[src/bbdc_pkg.sv]
`timescale 1ns / 1ps
`default_nettype none

package bbdc_pkg;

  localparam int unsigned NUM_STAGES = 6;

  localparam longint LOG2E_Q30 = 64'sd1549082005;
  localparam logic [63:0] LN2_Q31 = 64'd1488522236;
  localparam logic [27:0] EXP_SAT = 28'hFFF_FFFF;

  localparam logic [15:0] INV_WEIGHT_XY_RST = 16'd6554;
  localparam logic [15:0] INV_WEIGHT_WH_RST = 16'd13107;
  localparam logic [12:0] IMAGE_DIM_RST = 13'd4096;

  typedef enum logic [2:0] {
    REG_INV_WEIGHT_X = 3'd0,
    REG_INV_WEIGHT_Y = 3'd1,
    REG_INV_WEIGHT_W = 3'd2,
    REG_INV_WEIGHT_H = 3'd3,
    REG_IMAGE_WIDTH  = 3'd4,
    REG_IMAGE_HEIGHT = 3'd5
  } cfg_reg_e;

  typedef struct packed {
    logic [15:0] box_x1;
    logic [15:0] box_y1;
    logic [15:0] box_x2;
    logic [15:0] box_y2;
    logic signed [15:0] delta_x;
    logic signed [15:0] delta_y;
    logic signed [15:0] delta_w;
    logic signed [15:0] delta_h;
    logic [15:0] score_in;
    logic        last_in;
  } in_item_t;

  typedef struct packed {
    logic [15:0] out_x1;
    logic [15:0] out_y1;
    logic [15:0] out_x2;
    logic [15:0] out_y2;
    logic [15:0] score_out;
    logic        last_out;
  } out_item_t;

  typedef struct packed {
    logic [15:0] inv_weight_x;
    logic [15:0] inv_weight_y;
    logic [15:0] inv_weight_w;
    logic [15:0] inv_weight_h;
    logic [15:0] bound_x;
    logic [15:0] bound_y;
  } cfg_t;

endpackage

`default_nettype wire

[src/bbdc_cfg.sv]
`timescale 1ns / 1ps
`default_nettype none

module bbdc_cfg (
  input  wire logic          clk_i,
  input  wire logic          rst_ni,
  input  wire logic          cfg_we_i,
  input  wire logic [2:0]    cfg_idx_i,
  input  wire logic [15:0]   cfg_data_i,
  output bbdc_pkg::cfg_t     cfg_o
);

  logic [15:0] inv_wx_q, inv_wy_q, inv_ww_q, inv_wh_q;
  logic [12:0] img_w_q, img_h_q;

  always_ff @(posedge clk_i or negedge rst_ni) begin
    if (!rst_ni) begin
      inv_wx_q <= bbdc_pkg::INV_WEIGHT_XY_RST;
      inv_wy_q <= bbdc_pkg::INV_WEIGHT_XY_RST;
      inv_ww_q <= bbdc_pkg::INV_WEIGHT_WH_RST;
      inv_wh_q <= bbdc_pkg::INV_WEIGHT_WH_RST;
      img_w_q  <= bbdc_pkg::IMAGE_DIM_RST;
      img_h_q  <= bbdc_pkg::IMAGE_DIM_RST;
    end else if (cfg_we_i) begin
      case (cfg_idx_i)
        bbdc_pkg::REG_INV_WEIGHT_X: inv_wx_q <= cfg_data_i;
        bbdc_pkg::REG_INV_WEIGHT_Y: inv_wy_q <= cfg_data_i;
        bbdc_pkg::REG_INV_WEIGHT_W: inv_ww_q <= cfg_data_i;
        bbdc_pkg::REG_INV_WEIGHT_H: inv_wh_q <= cfg_data_i;
        bbdc_pkg::REG_IMAGE_WIDTH:  img_w_q  <= cfg_data_i[12:0];
        bbdc_pkg::REG_IMAGE_HEIGHT: img_h_q  <= cfg_data_i[12:0];
        default: ;
      endcase
    end
  end

  // The clamp bound is (dim - 1) pixels in Q12.4, zero for a zero dimension and
  // saturated to the largest code.
  function automatic logic [15:0] dim_bound(logic [12:0] dim);
    logic [16:0] b;
    b = {(dim - 13'd1), 4'b0000};
    if (dim == 13'd0) begin
      return 16'd0;
    end else if (b[16]) begin
      return 16'hFFFF;
    end else begin
      return b[15:0];
    end
  endfunction

  always_comb begin
    cfg_o.inv_weight_x = inv_wx_q;
    cfg_o.inv_weight_y = inv_wy_q;
    cfg_o.inv_weight_w = inv_ww_q;
    cfg_o.inv_weight_h = inv_wh_q;
    cfg_o.bound_x      = dim_bound(img_w_q);
    cfg_o.bound_y      = dim_bound(img_h_q);
  end

endmodule

`default_nettype wire

[config.mk]
export PLATFORM = sky130hd
export DESIGN_NAME = bbdc_cfg
export DESIGN_NICKNAME = d
export VERILOG_FILES = /design/src/bbdc_pkg.sv /design/src/bbdc_cfg.sv
export SDC_FILE = /design/constraint.sdc
export NUM_CORES = 1
export LEC_CHECK = 0
export CAP_MARGIN = 20
export CORE_ASPECT_RATIO = 0.6
export CORE_MARGIN = 5
export CORE_UTILIZATION = 60
export CTS_CLUSTER_SIZE = 24
export DETAILED_ROUTE_END_ITERATION = 16
export DONT_BUFFER_PORTS = 1
export GPL_ROUTABILITY_DRIVEN = 0
export HOLD_SLACK_MARGIN = 0.15
export PLACE_DENSITY = 0.8
export SLEW_MARGIN = 0
export SYNTH_ARGS = -nofsm -noshare
export SYNTH_HDL_FRONTEND = slang
export SYNTH_SLANG_ARGS = --single-unit
[constraint.sdc]
create_clock -name clk_i -period 2.4 [get_ports clk_i]
set_input_delay 0.12 -clock clk_i [delete_from_list [all_inputs] [get_ports clk_i]]
set_output_delay 0.12 -clock clk_i [all_outputs]
set_load 0.01 [all_outputs]
Word level (Yosys, flattened, before mapping)
Index checks and enable logic that the tools add are counted.
Widths: inputs -> output; s select.
- bits in latches: 0
- bits of input ports: 22
- word-level logic and storage cells: 26
- output and inout port bits: 96
- ROM bits: 0
- RAM bits: 0
- memories: 0
- register bits after elaboration: 90
- divide/modulo/power cells: 0
- mux-type cells: 4
- reductions and logical operators: 9
- $lt $le $gt $ge: 0
- bitwise gates (word level): 0
- add/subtract/negate cells: 2
- multipliers: 0
- shift operators: 0
- equality and inequality tests: 5
- operators with widths (operator ; number):
    $mux 16 ; 4
    $logic_not 13->1 ; 2
    $sub 13x1->13 const B ; 2
    $reduce_and 2->1 ; 6
    $eq 3x2->1 const B ; 2
    $eq 3x3->1 const B ; 2
    $eq 3x1->1 const B ; 1
    $logic_not 3->1 ; 1

Depth between registers and ports, before layout
Gate-level depths: netlist of the first run.
- depth in word-level cells: 3
- depth in mapped cells: 7
- mapped depth without buffers: 6

Worst setup path before layout of the first run
OpenSTA, ideal clock, no wires.
- kind: reg-to-output
- from: register img_h_q[0]
- to: output port cfg_o[14] (netlist bit)
- path buffers: 0
- arrival: 1.936 ns
- stages on the path, launching flop included: 7
- setup slack: 0.344 ns
- data required time: 2.280 ns
- cells stage by stage: dfrtp_1 > inv_1 > ha_1 > or3b_4 > nand2b_4 > or4_1 > a211o_1
- RTL lines (item ; RTL line ; RTL):
    start, declared ; bbdc_cfg.sv:14 ; logic [12:0] img_w_q, img_h_q;
    start signal, assigned ; bbdc_cfg.sv:23 ; img_h_q <= bbdc_pkg::IMAGE_DIM_RST;
    start signal, assigned ; bbdc_cfg.sv:31 ; bbdc_pkg::REG_IMAGE_HEIGHT: img_h_q <= cfg_data_i[12:0];
    end, declared ; bbdc_cfg.sv:10 ; output bbdc_pkg::cfg_t cfg_o

==> impl_metrics.ini, run 1 <==
[outcome]
status = finished clean

[floorplanning]
die_h_um = 74.3
core_region_area_um2 = 6680
initial_core_util_pct = 61.8
fp.dieW_um = 117
dieArea_um2 = 8690
rows = 23
io_pins = 118

[sta]
slew_viol_final = 0
rsz0062_at_grt = true
fin_crit_ps = 2390
relSlewSlack_pct = 52.2
finalCritPeriodShare_pct = 99.5
fin_worst_skew_ps = 0
setup_tns_ps = 0
setup_viol = 0
hold_violations = 0
fmax_mhz = 419
worst_pin_slew_ps = 714

[layout]
drive_above_1_share_pct = 38.3
fin_nets = 356
nFillCells = 476
final_core_util_pct = 71.8
diodes = 0
area_growth_pct = 16.2

[drt]
routed_via_density = 5.95
wirelength_um = 9400
wl_per_cell_um = 22.2
detail-route-antenna-nets = 0
via_count = 2522
firstDrtPassIters = 4
drc_errors = 0
drt_iter0_drc = 188

[yosys]
synth_seq_area_share_pct = 55.5
yosysMostFrequentCell = dfrtp_1
synth_top_area_share_pct = 35.2
yosys_warnings = 0
syn_area_um2 = 4130
syn_nets = 328
synth_cells = 304
synth_edf_count = 0
synth_ff_type = dfrtp_1
ys_seq_elements = 90
yosysUniqueCellTypes = 49
ys_async_sr_fraction_pct = 100
avgSynthCellArea_um2 = 13.6
synth_commonest_cells = dfrtp_1, mux2_2, mux2_1
synth_top_area_cell = dfrtp_1
synthTopCellsByArea = dfrtp_1, dfstp_2, mux2_2

[clock_network]
cts.clk_slew.worst_paths_ps = 60
cts_tree = built
htree_levels = 3
cts_made_buffers = 9
clk_path_buf_depth = 2
root_buffer = clkbuf_16
cts_sinks = 90
clk_latency_ps = 340

[power]
p_per_area_nw_per_um2 = 976
leakage_uw = 0.00195
ir_drop_v = 0.000640

[worst_setup_path]
worstSetupEndpointType = primary output
r2r_start = img_h_q[11]$_DFFE_PN0P_
critPathKind = register to primary output
timing.rr.end = img_h_q[11]$_DFFE_PN0P_
crit_required_ps = 2280
reg2reg_slack_ps = 1480
crit_path_start_kind = register
r2r.worst_path.cells = 1
arrival_ps = 2270
timing.critical_path.fanout_max = 5

[flow_run]
drv_cap = 0

[grt]
gr-total-overflow = 0
grt_use_met1_pct = 29.3
grt_pass1_wl_um = 14800
gr-usage-met2_pct = 34.9
grt_pass1_vias = 2638
track_usage_pct = 23.0
grtUsageMet3_pct = 11.9
grt_antenna_before_repair = 0
grt-busiest-layer = met2
grt_max_degree = 91

[min_path]
hp-class = input pin to register
hold_depth = 3
worstHoldEndpoint = img_w_q[0]$_DFFE_PN0P_
worstHoldStart = cfg_idx_i[1]

[placement]
place.detailed.hpwl_um = 6350
numPortBuffers = 0
==> per-layer routing <==
metal | up-vias | share of wire (%)
li1 | 1155 | -
met1 | 1260 | 42
met2 | 100 | 46
met3 | 7 | 12
met4 | 0 | 0.86
met5 | - | 0
==> power by group <==
| group | internal (uW) | switching (uW) |
|---|---|---|
| clock | 835 | 552 |
| combinational | 449 | 441 |
| sequential | 1950 | 454 |
==> registers in the layout, indices dropped and copies added, names as in the netlist <==
register  cells
inv_wh_q     16
inv_ww_q     16
inv_wx_q     16
inv_wy_q     16
img_h_q      13
img_w_q      13
==> critical path, stage by stage, from the launching register on <==
cell and delay, ps:
dfrtp_1 380, inv_1 60, ha_2 160, or3b_4 420, nand2b_4 180, or4_1 410, a211o_1 310
==> cell usage in the layout (no fill, tap or decap), drive strengths merged, types with 2 or more instances in the layout <==
cell type	count
nor2	11
xor2	3
dfstp	32
o21ai	7
inv	6
nand3	2
ha	2
nor3	6
clkbuf	12
a21oi	11
dlygate4sd3	19
a211o	3
nor2b	3
nand4b	2
nor4	5
nand2b	2
or3	4
buf	15
nand2	8
nor3b	5
a31oi	2
o31ai	2
clkinv	2
xnor2	6
or4	4
dfrtp	58
mux2	88
==> logic make-up (layout without fill, tap and decap cells) <==
logic type / after synthesis / after routing / share of synthesized area (%)
compound gates: 34 / 34 / 5.82
xor+xnor: 9 / 9 / 1.91
fa+ha+maj: 2 / 2 / 0.606
buf+inv: 23 / 56 / 2.76
flops: 90 / 90 / 55.5
mux: 88 / 88 / 24.0
simple gates: 58 / 58 / 9.39
==> repair_timing <==
action                     in CTS  in global routing
resized for setup               1                  4
hold buffers                   20                  0
buffers inserted                4                  1
hold endpoints to repair      180                  0
setup endpoints to repair       7                 21
pin swaps                       2                  2
==> worst max path at each step <==
stage,depth (start not counted),startpoint,endpoint
finish,6,img_h_q[0]$_DFFE_PN0P_,cfg_o[14]
global route,6,img_h_q[0]$_DFFE_PN0P_,cfg_o[14]
CTS,6,img_h_q[1]$_DFFE_PN0P_,cfg_o[14]
detailed placement,6,img_h_q[0]$_DFFE_PN0P_,cfg_o[14]
global placement,6,img_h_q[0]$_DFFE_PN0P_,cfg_o[14]
floorplan,6,img_h_q[0]$_DFFE_PN0P_,cfg_o[14]
==> per-stage QoR <==
stage | std cells | total power, uW | setup WS (ps) | hold WS (ps) | cell area, um^2
final | 424 | 4680 | 11.4 | 162 | 4800
after global routing | 424 | 4930 | -41.5 | 175 | 4800
after CTS | 423 | 4710 | 9.97 | 159 | 4770
after detailed placement | 383 | 3200 | 238 | -173 | 4220
after global placement | 383 | 3140 | 304 | -173 | 4220
after floorplan | 304 | 3000 | 344 | -176 | 4130
==> cell type report <==
| type | instances | area (um^2) | area share, % |
|---|---|---|---|
| Multi-Input combinational cell | 191 | 1750 | 36.5 |
| Inverter | 6 | 22.5 | 0.470 |
| Tap cell | 87 | 109 | 2.27 |
| Clock inverter | 4 | 51.3 | 1.07 |
| Timing Repair Buffer | 34 | 323 | 6.73 |
| Sequential cell | 90 | 2290 | 47.8 |
| Clock buffer | 12 | 246 | 5.14 |
Power figures use the tool's default switching activity.
==> inputs of run 2 (changes only) <==
- CAP_MARGIN: 20 -> 15
- RECOVER_POWER: unset -> 25
==> run 2 against run 1 <==
Effect of this change: die area unchanged; sequential power hardly changed; hold slack improved by 1.7 ps; via count about the same; first-iteration DRC count shrank 18%; non-clock buffer count stayed put; the flow now finishes with violations (capacitance limit, slew limit); clock power about the same; combinational power decreased by 0.6%.
==> impl_metrics.ini, run 2 (synthesized netlist as in run 1, its figures left out) <==
[outcome]
status = finished, violations left
violations = capacitance limit, slew limit

[grt]
grt_pass1_vias = 2638
grt_pass1_wl_um = 14800
track_usage_pct = 23.0
grt_max_degree = 91
gr-total-overflow = 0
grt_antenna_before_repair = 0

[worst_setup_path]
crit_path_start_kind = register
timing.critical_path.fanout_max = 5
reg2reg_slack_ps = 1480
crit_required_ps = 2280
crit_chain = inv_1, ha_2, or3b_4, nand2b_4, or4_1, a211o_1
critPathBufInv = 1
worstSetupEndpointType = primary output
cp_slowest_cell = or3b_4
slowest_delay_ps = 420
r2r.worst_path.cells = 1
timing.rr.end = img_h_q[11]$_DFFE_PN0P_
arrival_ps = 2270
critPathKind = register to primary output
r2r_start = img_h_q[11]$_DFFE_PN0P_
path_delay_family = simple AND/OR/NAND/NOR gates
cp_num_cells = 6

[sta]
fmax_mhz = 419
rsz0062_at_grt = true
relSlewSlack_pct = -27.4
slew_viol_final = 91
fin_crit_ps = 2390
setup_viol = 0
worst_pin_slew_ps = 1910
fin_ws_ps = 13.6
fin_worst_skew_ps = 0
setup_tns_ps = 0
hold_violations = 0
finalCritPeriodShare_pct = 99.4

[power]
leakage_uw = 0.00194
p_per_area_nw_per_um2 = 979
total_power_uw = 4670
ir_drop_v = 0.000641

[drt]
firstDrtPassIters = 4
drt_iter0_drc = 154
routed_via_density = 5.95
wirelength_um = 9380
wl_per_cell_um = 22.1
detail-route-antenna-nets = 0
via_count = 2524
drc_errors = 0

[min_path]
hp-class = input pin to register
hold_depth = 3
worstHoldEndpoint = img_w_q[0]$_DFFE_PN0P_
worstHoldStart = cfg_idx_i[1]

[layout]
fin_nets = 356
diodes = 0
drive_above_1_share_pct = 38.3
final_core_util_pct = 71.5
mostFrequentLayoutCells = dfrtp_1, mux2_2, mux2_1
mostFrequentLayoutCell = dfrtp_1
area_growth_pct = 15.6
nFillCells = 479

[clock_network]
cts_made_buffers = 9
clk_latency_ps = 340
cts.clk_slew.worst_paths_ps = 60
htree_levels = 3
root_buffer = clkbuf_16
cts_tree = built
cts_sinks = 90
clk_path_buf_depth = 2

[flow_run]
drv_cap = 1

[floorplanning]
dieArea_um2 = 8690
initial_core_util_pct = 61.8
rows = 23
die_h_um = 74.3
io_pins = 118
core_region_area_um2 = 6680
fp.dieW_um = 117

[placement]
numPortBuffers = 0
pre_cts_slack_ps = 238
place.detailed.hpwl_um = 6350
-- run 2: cell counts in the layout (fill, tap and decap cells not counted) --
No cell type changed its count.
-- run 2: repair_timing --
action | CTS | global route
pin swaps | 2 | 2
hold buffers | 20 | 0
setup endpoints to repair | 7 | 21
buffers inserted | 4 | 1
endpoints found under the hold margin | 180 | 0
resized for setup | 1 | 4
-- run 2: final cells by class --
cell class | count | area [um^2] | share of cell area [%]
tap | 87 | 109 | 2.28
inverter | 6 | 22.5 | 0.472
clock buffer | 12 | 246 | 5.16
timing repair buffer | 34 | 300 | 6.29
multi-input combinational | 191 | 1750 | 36.7
sequential | 90 | 2290 | 48.0
clock inverter | 4 | 51.3 | 1.07
-- run 2: how the worst max path moves through the flow --
stage	start	slack, ps	to
global route	img_h_q[0]$_DFFE_PN0P_	-40	cfg_o[14]
detailed placement	img_h_q[0]$_DFFE_PN0P_	240	cfg_o[14]
floorplan	img_h_q[0]$_DFFE_PN0P_	340	cfg_o[14]
CTS	img_h_q[1]$_DFFE_PN0P_	10	cfg_o[14]
finish	img_h_q[0]$_DFFE_PN0P_	10	cfg_o[14]
global placement	img_h_q[0]$_DFFE_PN0P_	300	cfg_o[14]
-- run 2: worst min-delay path: cells and delay by family --
family,cells,cell delay (ps)
simple gates,1,20
compound gates,1,140
buf+inv,1,180
-- run 2: routing by layer --
layer / wire length [um] / track usage [%] / share of wire [%] / vias up
met5: 0 / 0 / 0 / -
met4: 82 / 6.62 / 0.87 / 0
met3: 1170 / 11.9 / 13 / 7
met2: 4270 / 34.9 / 46 / 103
met1: 3850 / 29.3 / 41 / 1259
li1: - / - / - / 1155
-- run 2: stage by stage --
stage / hold WS (ps) / instance area [um^2] / cells
5_1_grt: 175 / 4770 / 424
4_1_cts: 159 / 4770 / 423
2_1_floorplan: -176 / 4130 / 304
6_report: 164 / 4770 / 424
3_5_place_dp: -173 / 4220 / 383
3_3_place_gp: -173 / 4220 / 383
-- run 2: power by group --
group          switching (uW)  total [uW]  internal, uW
Clock                     551        1390           835
Combinational             440         885           445
Sequential                454        2400          1950
==> inputs of run 3 (changes only) <==
- CORE_UTILIZATION: 60 -> 33
- PLACE_DENSITY: 0.8 -> 0.51
==> run 3 against run 2 <==
Effect of this change: the run ends with setup timing left; count of clock-buffer cells in the layout did not move; setup slack got worse by 27 ps; global-route usage fell by 8.9 points; maximum frequency fell by 1.1%; sequential share of layout area fell by 1.7 points; critical path depth did not move; sequential power barely moved; via count rose by 3.3%; die area rose by 72%; clock power fell by 6%; core utilization fell by 31 points; largest cell class unchanged.
==> impl_metrics.ini, run 3 (synthesized netlist as in run 1, its figures left out) <==
[drt]
detail-route-antenna-nets = 0
firstDrtPassIters = 4
met2_length_um = 4320
via_count = 2608
wl_per_cell_um = 20.5
wirelength_um = 10400
met1Wirelength_um = 4850
drc_errors = 0
met3_length_um = 1170
highest_layer = met4
routed_via_density = 5.11
drt_iter0_drc = 81

[sta]
fin_ws_ps = -13.3
fin_crit_ps = 2410
fin_worst_skew_ps = 0
rsz0062_at_grt = true
setup_viol = 1
worst_pin_slew_ps = 1240
fmax_mhz = 414
finalCritPeriodShare_pct = 101
slew_viol_final = 0
relSlewSlack_pct = 17.4
hold_violations = 0

[floorplanning]
die_h_um = 96.6
dieArea_um2 = 14900
initial_core_util_pct = 34.0
rows = 31
core_region_area_um2 = 12100
fp.dieW_um = 154
io_pins = 118

[layout]
area_growth_pct = 19.8
final_core_util_pct = 40.7
mostFrequentLayoutCell = dfrtp_1
drive_above_1_share_pct = 41.7
mostFrequentLayoutCells = dfrtp_1, mux2_2, mux2_1
fin_nets = 362

[clock_network]
clk_latency_ps = 330
htree_levels = 3
cts_tree = built
cts.clk_slew.worst_paths_ps = 60
clk_path_buf_depth = 2
cts_made_buffers = 9
root_buffer = clkbuf_16
cts_sinks = 90

[grt]
grt_pass1_vias = 2659
grt_max_degree = 91
track_usage_pct = 14.1
grt_pass1_wl_um = 16400
grt_antenna_before_repair = 2
gr-total-overflow = 0

[placement]
place.detailed.hpwl_um = 7200
numPortBuffers = 0

[power]
leakage_uw = 0.00197
total_power_uw = 4650
p_per_area_nw_per_um2 = 939
ir_drop_v = 0.000332

[flow_run]
drv_cap = 0

[worst_setup_path]
crit_path_start_kind = register
crit_chain = inv_1, ha_2, or3b_4, nand2b_4, or4_4, a211o_1
timing.critical_path.fanout_max = 4
crit_required_ps = 2280
arrival_ps = 2290
worstSetupEndpointType = primary output
critPathBufInv = 1
cp_slowest_cell = or4_4
path_delay_family = simple AND/OR/NAND/NOR gates
critPathKind = register to primary output
slowest_delay_ps = 410

[min_path]
hp-class = input pin to register

[outcome]
violations = setup timing
status = finished, violations left
[run 3: changes by cell type in the layout (fill, tap and decap cells not counted), moves of 2 or more]
cell | previous run | this run
or4_1 | 3 | 1
buf_4 | 14 | 20
diode_2 | 0 | 2
or4_4 | 1 | 3
[run 3: per-layer routing]
metal	up-vias	global-route usage (%)
li1	1174	-
met1	1329	19.8
met2	94	19.1
met3	11	7.54
met4	0	3.39
met5	-	0
[run 3: worst paths after layout]
path | startpoint | end | slack (ps) | cells after the start
setup / recovery | img_h_q[1]$_DFFE_PN0P_ | cfg_o[14] | -10 | 6
hold / removal | cfg_idx_i[1] | inv_ww_q[15]$_DFFE_PN0P_ | 180 | 3
setup reg to reg | img_h_q[12]$_DFFE_PN1P_ | img_h_q[12]$_DFFE_PN1P_ | 1470 | 1
hold reg to reg | inv_wy_q[10]$_DFFE_PN0P_ | inv_wy_q[10]$_DFFE_PN0P_ | 560 | 1
max in group asynchronous | rst_ni | img_h_q[9]$_DFFE_PN0P_ | 850 | 2
min in group asynchronous | rst_ni | img_w_q[7]$_DFFE_PN0P_ | 630 | 2
[run 3: through the flow]
stage | worst slack [ps] | cell area, um^2 | setup TNS, ps | hold WS (ps) | std cells
6_report | -13.3 | 4950 | -13.3 | 181 | 510
5_1_grt | -92.5 | 4950 | -208 | 170 | 510
4_1_cts | 0.698 | 4860 | 0 | 175 | 501
3_5_place_dp | 275 | 4330 | 0 | -173 | 462
3_3_place_gp | 288 | 4330 | 0 | -173 | 462
2_1_floorplan | 344 | 4130 | 0 | -176 | 304
[run 3: layout make-up]
type	instances	area [um^2]
fill	1136	7190
sequential	90	2290
multi-input combinational	191	1780
timing repair buffer	40	348
clock buffer	12	256
tap	165	206
clock inverter	4	26.3
inverter	6	26.3
antenna	2	5.00
[run 3: tightest hold or removal path: stages]
cell and delay (ps):
nand2_1 60, nor2_2 80, mux2_2 220
[run 3: repair_timing]
action                                 in CTS  in global routing
setup buffers                               3                  7
resized for setup                           0                 12
endpoints found under the hold margin     180                  0
hold buffers                               20                  0
pin swaps                                   1                  2
gates cloned                                0                  0
setup endpoints to repair                   1                 27
[run 3: where the power goes]
part / switching (uW) / leakage (uW) / total (uW) / internal (uW)
registers: 468 / 0.00103 / 2420 / 1950
logic: 449 / 0.000801 / 917 / 468
clock network: 557 / 0.000139 / 1310 / 757
